[src/sv/tswdt_pkg.sv]
// ----------------------------------------------------------------------------
// Two-stage watchdog register block: shared definitions
// Item and result words, operation codes, register offsets, keys and the
// one-hot stage encoding.
// ----------------------------------------------------------------------------
package tswdt_pkg;

  localparam int unsigned DataW   = 32;
  localparam int unsigned AddrW   = 8;
  localparam int unsigned BaseW   = 16;
  localparam int unsigned TicksW  = 31;

  localparam logic [BaseW-1:0] BaseReset = 16'd100;

  localparam logic [DataW-1:0] IdWord     = 32'h0300_2004;
  localparam logic [15:0]      RestartKey = 16'hCAFE;
  localparam logic [15:0]      UnlockKey  = 16'h5AA5;

  localparam logic [AddrW-1:0] OffId      = 8'h00;
  localparam logic [AddrW-1:0] OffCtrl    = 8'h10;
  localparam logic [AddrW-1:0] OffRestart = 8'h14;
  localparam logic [AddrW-1:0] OffWrEn    = 8'h18;
  localparam logic [AddrW-1:0] OffStatus  = 8'h1C;

  // Control word bit positions.
  localparam int unsigned CtrlEn    = 0;
  localparam int unsigned CtrlIntEn = 2;
  localparam int unsigned CtrlRstEn = 3;

  typedef enum logic [1:0] {
    OP_READ  = 2'd0,
    OP_WRITE = 2'd1,
    OP_TICK  = 2'd2
  } op_e;

  typedef enum logic [3:0] {
    ST_IDLE = 4'b0001,
    ST_INT  = 4'b0010,
    ST_RST  = 4'b0100,
    ST_DONE = 4'b1000
  } stage_e;

  typedef struct packed {
    logic [1:0]       operation;
    logic [AddrW-1:0] address;
    logic [DataW-1:0] write_data;
  } item_t;

  typedef struct packed {
    logic [DataW-1:0] read_data;
    logic             irq;
    logic             reset_request;
  } result_t;

endpackage

[src/sv/tswdt_core.sv]
// ----------------------------------------------------------------------------
// Two-stage watchdog core
// Holds the register state and the countdown, and works out the result of
// one item in a single pass whenever step_i is high.
// ----------------------------------------------------------------------------
module tswdt_core (
  input  logic                           clk_i,
  input  logic                           rst_ni,
  input  logic                           cfg_we_i,
  input  logic [tswdt_pkg::BaseW-1:0]    cfg_wdata_i,
  input  logic                           step_i,
  input  tswdt_pkg::item_t               item_i,
  output tswdt_pkg::result_t             result_o
);

  typedef struct packed {
    tswdt_pkg::stage_e                stage;
    logic [tswdt_pkg::TicksW-1:0]     ticks;
  } reload_t;

  logic [tswdt_pkg::BaseW-1:0]  base_q;
  logic [tswdt_pkg::DataW-1:0]  ctrl_q, ctrl_d;
  logic                         expired_q, expired_d;
  logic                         unlocked_q, unlocked_d;
  tswdt_pkg::stage_e            stage_q, stage_d;
  logic [tswdt_pkg::TicksW-1:0] ticks_q, ticks_d;
  logic                         irq_q, irq_d;

  function automatic logic [tswdt_pkg::TicksW-1:0] period(
    input logic [tswdt_pkg::BaseW-1:0] base,
    input logic [3:0]                  exp
  );
    logic [tswdt_pkg::TicksW-1:0] wide;
    wide = {{(tswdt_pkg::TicksW-tswdt_pkg::BaseW){1'b0}}, base};
    return wide << exp;
  endfunction

  function automatic reload_t reload(
    input logic [tswdt_pkg::DataW-1:0] ctrl,
    input logic [tswdt_pkg::BaseW-1:0] base
  );
    reload_t r;
    if (!ctrl[tswdt_pkg::CtrlEn]) begin
      r.stage = tswdt_pkg::ST_IDLE;
      r.ticks = '0;
    end else if (ctrl[tswdt_pkg::CtrlIntEn]) begin
      r.stage = tswdt_pkg::ST_INT;
      r.ticks = period(base, ctrl[7:4]);
    end else begin
      r.stage = tswdt_pkg::ST_RST;
      r.ticks = period(base, {1'b0, ctrl[10:8]});
    end
    return r;
  endfunction

  reload_t rl;

  always_comb begin
    ctrl_d     = ctrl_q;
    expired_d  = expired_q;
    unlocked_d = unlocked_q;
    stage_d    = stage_q;
    ticks_d    = ticks_q;
    irq_d      = irq_q;
    rl         = '0;
    result_o   = '0;

    unique case (item_i.operation)
      tswdt_pkg::OP_READ: begin
        unique case (item_i.address)
          tswdt_pkg::OffId:     result_o.read_data = tswdt_pkg::IdWord;
          tswdt_pkg::OffCtrl:   result_o.read_data = ctrl_q;
          tswdt_pkg::OffStatus: result_o.read_data = {31'b0, expired_q};
          default:              result_o.read_data = '0;
        endcase
      end
      tswdt_pkg::OP_WRITE: begin
        unique case (item_i.address)
          tswdt_pkg::OffCtrl: begin
            if (unlocked_q) begin
              unlocked_d = 1'b0;
              ctrl_d     = item_i.write_data;
              rl         = reload(item_i.write_data, base_q);
              stage_d    = rl.stage;
              ticks_d    = rl.ticks;
            end
          end
          tswdt_pkg::OffRestart: begin
            if (item_i.write_data[15:0] == tswdt_pkg::RestartKey) begin
              rl      = reload(ctrl_q, base_q);
              stage_d = rl.stage;
              ticks_d = rl.ticks;
              irq_d   = 1'b0;
            end
          end
          tswdt_pkg::OffWrEn: begin
            unlocked_d = (item_i.write_data[15:0] == tswdt_pkg::UnlockKey);
          end
          tswdt_pkg::OffStatus: begin
            if (item_i.write_data[0]) begin
              expired_d = 1'b0;
              irq_d     = 1'b0;
            end
          end
          default: ;
        endcase
      end
      tswdt_pkg::OP_TICK: begin
        unique case (stage_q)
          tswdt_pkg::ST_INT, tswdt_pkg::ST_RST: begin
            if (ticks_q > 31'd1) begin
              ticks_d = ticks_q - 31'd1;
            end else if (stage_q == tswdt_pkg::ST_INT) begin
              // Interrupt stage ran out: flag it and go on to the reset stage.
              expired_d = 1'b1;
              irq_d     = 1'b1;
              stage_d   = tswdt_pkg::ST_RST;
              ticks_d   = period(base_q, {1'b0, ctrl_q[10:8]});
            end else begin
              stage_d                = tswdt_pkg::ST_DONE;
              ticks_d                = '0;
              result_o.reset_request = ctrl_q[tswdt_pkg::CtrlRstEn];
            end
          end
          default: ;
        endcase
      end
      default: ;
    endcase

    result_o.irq = irq_d;
  end

  always_ff @(posedge clk_i or negedge rst_ni) begin
    if (!rst_ni) begin
      base_q     <= tswdt_pkg::BaseReset;
      ctrl_q     <= '0;
      expired_q  <= 1'b0;
      unlocked_q <= 1'b0;
      stage_q    <= tswdt_pkg::ST_IDLE;
      ticks_q    <= '0;
      irq_q      <= 1'b0;
    end else begin
      if (cfg_we_i) begin
        base_q <= cfg_wdata_i;
      end
      if (step_i) begin
        ctrl_q     <= ctrl_d;
        expired_q  <= expired_d;
        unlocked_q <= unlocked_d;
        stage_q    <= stage_d;
        ticks_q    <= ticks_d;
        irq_q      <= irq_d;
      end
    end
  end

endmodule

[src/sv/two_stage_watchdog_registers_top.sv]
// ----------------------------------------------------------------------------
// Two-stage watchdog register block, top level
// Bus reads, bus writes and timer ticks enter as words; each word gives one
// result word with read data, interrupt level and reset request.
//
//   channel   direction  handshake               payload
//   in        input      in_valid_i / in_stall_o   operation, address, write_data
//   out       output     out_valid_o / out_stall_i read_data, irq, reset_request
//   cfg       input      cfg_we_i                  cfg_wdata_i (base period ticks)
//
// One word is taken per cycle while in_stall_o is low; its result word is
// presented in the result register once the word leaves the input register.
// The core updates its state as a word moves from the input register into the
// result register, so consecutive words see each other's effects in order.
// A stall on the output holds the result register and then the input register;
// in_stall_o rises only while both are full and the output is stalled.
// Reset empties both registers, clears the control state and the countdown, and
// sets the base period to 100 ticks.
// ----------------------------------------------------------------------------
module two_stage_watchdog_registers_top (
  input  logic                          clk_i,
  input  logic                          rst_ni,
  input  logic                          cfg_we_i,
  input  logic [tswdt_pkg::BaseW-1:0]   cfg_wdata_i,
  input  logic                          in_valid_i,
  output logic                          in_stall_o,
  input  logic [1:0]                    operation_i,
  input  logic [tswdt_pkg::AddrW-1:0]   address_i,
  input  logic [tswdt_pkg::DataW-1:0]   write_data_i,
  output logic                          out_valid_o,
  input  logic                          out_stall_i,
  output logic [tswdt_pkg::DataW-1:0]   read_data_o,
  output logic                          irq_o,
  output logic                          reset_request_o
);

  logic                in_valid_q;
  tswdt_pkg::item_t    item_q;
  logic                out_valid_q;
  tswdt_pkg::result_t  res_q, res_d;
  logic                step;

  assign step       = in_valid_q && (!out_valid_q || !out_stall_i);
  assign in_stall_o = in_valid_q && !step;

  tswdt_core u_core (
    .clk_i       (clk_i),
    .rst_ni      (rst_ni),
    .cfg_we_i    (cfg_we_i),
    .cfg_wdata_i (cfg_wdata_i),
    .step_i      (step),
    .item_i      (item_q),
    .result_o    (res_d)
  );

  always_ff @(posedge clk_i or negedge rst_ni) begin
    if (!rst_ni) begin
      in_valid_q  <= 1'b0;
      out_valid_q <= 1'b0;
    end else begin
      if (!in_stall_o) begin
        in_valid_q <= in_valid_i;
      end
      if (step) begin
        out_valid_q <= 1'b1;
      end else if (!out_stall_i) begin
        out_valid_q <= 1'b0;
      end
    end
  end

  always_ff @(posedge clk_i) begin
    if (in_valid_i && !in_stall_o) begin
      item_q <= '{operation: operation_i, address: address_i, write_data: write_data_i};
    end
    if (step) begin
      res_q <= res_d;
    end
  end

  assign out_valid_o     = out_valid_q;
  assign read_data_o     = res_q.read_data;
  assign irq_o           = res_q.irq;
  assign reset_request_o = res_q.reset_request;

endmodule

[config.mk]
export PLATFORM = sky130hd
export DESIGN_NAME = two_stage_watchdog_registers_top
export DESIGN_NICKNAME = d
export VERILOG_FILES = /design/src/sv/tswdt_pkg.sv /design/src/sv/tswdt_core.sv /design/src/sv/two_stage_watchdog_registers_top.sv
export SDC_FILE = /design/constraint.sdc
export NUM_CORES = 1
export LEC_CHECK = 0
export ABC_AREA = 1
export BUFFER_PORTS_ARGS = -buffer_cell sky130_fd_sc_hd__buf_4
export CAP_MARGIN = 40
export CORE_MARGIN = 8
export CORE_UTILIZATION = 55
export CTS_CLUSTER_DIAMETER = 200
export DETAILED_ROUTE_END_ITERATION = 16
export PLACE_DENSITY = 0.78
export RECOVER_POWER = 100
export SYNTH_ARGS = -nofsm -noshare
export SYNTH_HDL_FRONTEND = slang
export SYNTH_SLANG_ARGS = --single-unit
[constraint.sdc]
create_clock -name clk_i -period 2.2 [get_ports clk_i]
set_clock_uncertainty 0.05 [all_clocks]
set_input_delay 0.33 -clock clk_i [delete_from_list [all_inputs] [get_ports clk_i]]
set_output_delay 0.33 -clock clk_i [all_outputs]
set_load 0.02 [all_outputs]
==> impl_metrics.yaml <==
synth:
  yosys.cell_types.count: 49
  synth-main-ff-cell: "dfrtp_1"
  synth-edff-count: 76
  synth_top_area_frac: 0.220
  synth-seq-area-share: 0.432
  yosys.area.top_type: "edfxtp_1"
  ys_ff_latch: 164
  async_reset_ff_frac: 0.537
  synth_nets: 1513
  yosysWarnings: 0
  synth_area_sq_um: 10400
  synth.avg_cell_area_sq_um: 7.19
  yosys-top-cells-area: "edfxtp_1 (22%), dfrtp_1 (20%), nand2_1 (16%), nand3_1 (11%), nor2_1 (5.9%)"
  syn_inst: 1445
pwr:
  power_density_nw_per_um2: 844
  seqPwrFrac: 0.401
  ir_drop_uv: 547
  switching_share: 0.389
  pwr-share-clk: 0.296
  p_int_mw: 6.26
  power.switching_mw: 3.98
  cellLeakagePower_nw: 5.63
  comb_power_share: 0.303
die:
  core_area_sq_um: 18600
  start_util: 0.557
  io-pin-count: 99
  die_w_um: 153
  rows: 50
  chipHeight_um: 153
  die_area_sq_um: 23500
clock_tree:
  cts_sinks: 164
  cts_buffer_depth: 2
  cts-root-buf: "clkbuf_16"
  cts_made_buffers: 17
  htreeDepth: 4
  path_clk_slew_ns: 0.09
  cts_tree: "yes"
  clock_latency_ns: 0.45
worst_setup_path:
  cp-start-kind: "register"
  worstPathRequired_ns: 2.54
  crit_chain: "buf_4 > nand2_1 > nand2_2 > nand2_1 > nand3_1 > nand3_1 > o21ai_0 > or2_2 > nand3_1 > nand2_1 > nand2_1"
  max_stage_delay_ns: 0.53
  path_max_fanout: 12
  arrival_ns: 2.40
  criticalPathCategory: "reg -> reg"
  cp-end-kind: "register"
  cp_slowest_cell: "edfxtp_1"
  worstRegToRegCells: 11
  critPathMostFrequentCell: "nand2_1"
placement:
  dp_hpwl_um: 25300
  io_buffers: 98
  gp_congestion: 1.00
route:
  num_vias: 10399
  dr.pass1.iters: 6
  routed_wl_um: 34000
  post-route-drc-count: 0
  wire_per_inst_um: 18.8
  drtAntennaViolNets: 0
  via_per_inst: 5.73
  first_iter_violations: 992
grt:
  grt_max_degree: 63
  grtUsageTotal: 0.288
  grt_antenna_before_repair: 0
  grt_pass1_vias: 9934
  grt_overflow: 0
  grt_pass1_wl_um: 53600
timing:
  holdWs_ns: 0.0384
  relSlewSlack: 0.327
  timing.final.crit_share: 0.935
  rsz0062_at_grt: "yes"
  min_period_ns: 2.06
  setup_viol: 0
  slew_violations: 0
  worstMarginPinSlew_ns: 1.01
  hold_viol_final: 0
  fmax_mhz: 486
layout:
  fillers: 1701
  diodes: 0
  layout-drive-gt1-share: 0.133
  final_util: 0.650
  area_delta_synth_final_pct: 16.7
  nets: 1635
outcome:
  status: "complete, no violations"
worst_hold_path:
  hold-path-cell-count: 1
  hold_path_class: "in -> reg"
run:
  cap_violations: 0
## synthesized netlist by cell type, drive strengths merged, types with 4 or more instances
cell	number
ha	5
inv	118
nand3	238
o21ai	93
xor2	9
o211ai	11
nor2	179
nor3	9
nand4	25
a21oi	45
clkbuf	27
dfrtp	84
dfstp	4
edfxtp	76
xnor2	10
buf	39
nand2	448
## through the flow
stage                     worst slack (ns)  setup TNS, ns  total power, mW  cells  area (sq um)
after floorplan                      0.115              0             6.22   1445         10400
after global placement               0.103              0             7.15   1770         11600
after detailed placement            0.0785              0             7.21   1770         11600
after CTS                           0.0703              0             10.2   1803         12200
after global routing               -0.0163        -0.0314             10.8   1814         12100
final                                0.143              0             10.2   1814         12100
## placed cells by master (no fill, tap or decap), types with 3 or more instances in the layout
| cell | count |
|---|---|
| a21oi_1 | 45 |
| a31oi_1 | 3 |
| buf_4 | 74 |
| clkbuf_1 | 37 |
| clkbuf_16 | 17 |
| clkbuf_2 | 3 |
| clkbuf_4 | 45 |
| clkinv_1 | 3 |
| clkinv_8 | 3 |
| dfrtp_1 | 83 |
| dfstp_1 | 3 |
| dlygate4sd3_1 | 7 |
| edfxtp_1 | 76 |
| ha_1 | 5 |
| inv_1 | 108 |
| inv_2 | 6 |
| inv_4 | 3 |
| inv_6 | 3 |
| inv_8 | 5 |
| nand2_1 | 440 |
| nand2_2 | 4 |
| nand2_4 | 4 |
| nand3_1 | 236 |
| nand4_1 | 24 |
| nor2_1 | 158 |
| nor2_2 | 13 |
| nor2_4 | 7 |
| nor3_1 | 7 |
| nor4_1 | 3 |
| o211ai_1 | 11 |
| o21ai_0 | 78 |
| o21ai_1 | 11 |
| o21ai_2 | 4 |
| o22ai_1 | 3 |
| xnor2_1 | 10 |
| xor2_1 | 9 |
## timing repair
action	CTS	global route
gates resized for setup	0	25
endpoints found under the hold margin	31	6
hold buffers	1	6
setup buffers	0	4
endpoints found under the setup margin	0	67
## worst paths after layout
path                                    from                  to  slack (ns)
setup reg to reg                   item_q[2]  u_core.ticks_q[12]        0.14
max in group asynchronous             rst_ni   u_core.ticks_q[8]        0.39
setup / recovery                   item_q[2]  u_core.ticks_q[12]        0.14
hold reg to reg            u_core.stage_q[0]   u_core.stage_q[0]        0.44
min in group asynchronous             rst_ni    u_core.base_q[8]        0.51
hold / removal                  address_i[0]          item_q[32]        0.04
## state kept, by name, indices dropped and copies added (netlist names)
| name | cells |
|---|---|
| irq_o | 1 |
| in_valid_q | 1 |
| u_core.expired_q | 1 |
| out_valid_o | 1 |
| u_core.base_q | 16 |
| u_core.ticks_q | 31 |
| read_data_o | 32 |
| u_core.unlocked_q | 1 |
| item_q | 42 |
| u_core.stage_q | 4 |
| u_core.irq_q | 1 |
| reset_request_o | 1 |
| u_core.ctrl_q | 32 |
## power by group through the flow
stage / combinational, mW / clock [mW] / sequential, mW
after floorplan: 2.11 / 0 / 4.10
after global placement: 3.02 / 0 / 4.13
after detailed placement: 3.07 / 0 / 4.14
after CTS: 3.08 / 3.06 / 4.08
after global routing: 3.47 / 3.18 / 4.15
final: 3.10 / 3.03 / 4.10
## per-layer routing
metal / global-route usage / wire, um
met4: 0.133 / 1480
met1: 0.363 / 13900
met2: 0.471 / 15900
met3: 0.0575 / 2730
met5: 0 / 0
## critical path: cells and delay by family, from the launching register on
kind            cells  cell delay, ns
buf+inv             1            0.21
flops               1            0.53
simple gates        9            1.11
compound gates      1            0.11
## area by class of cell
type                    count  area (sq um)  area share
repair buffers            168          1160      0.0961
well taps                 234           293      0.0242
inverters                 121           465      0.0384
clock inverters            14           156      0.0129
multi-input cells        1095          5120       0.423
flip-flops and latches    164          4490       0.370
clock buffers              18           429      0.0354
## logic make-up (layout without fill, tap and decap cells)
kind of cell | Yosys count | count (layout) | synth area share
muxes | 2 | 2 | 0.00217
xor gates and xnor gates | 19 | 19 | 0.0160
adders and majority gates | 5 | 5 | 0.00602
buffers and inverters | 187 | 321 | 0.0793
AOI/OAI and AO/OA | 160 | 160 | 0.0835
DFF | 164 | 164 | 0.432
and+or+nand+nor | 908 | 909 | 0.381
Power figures use the tool's default switching activity.
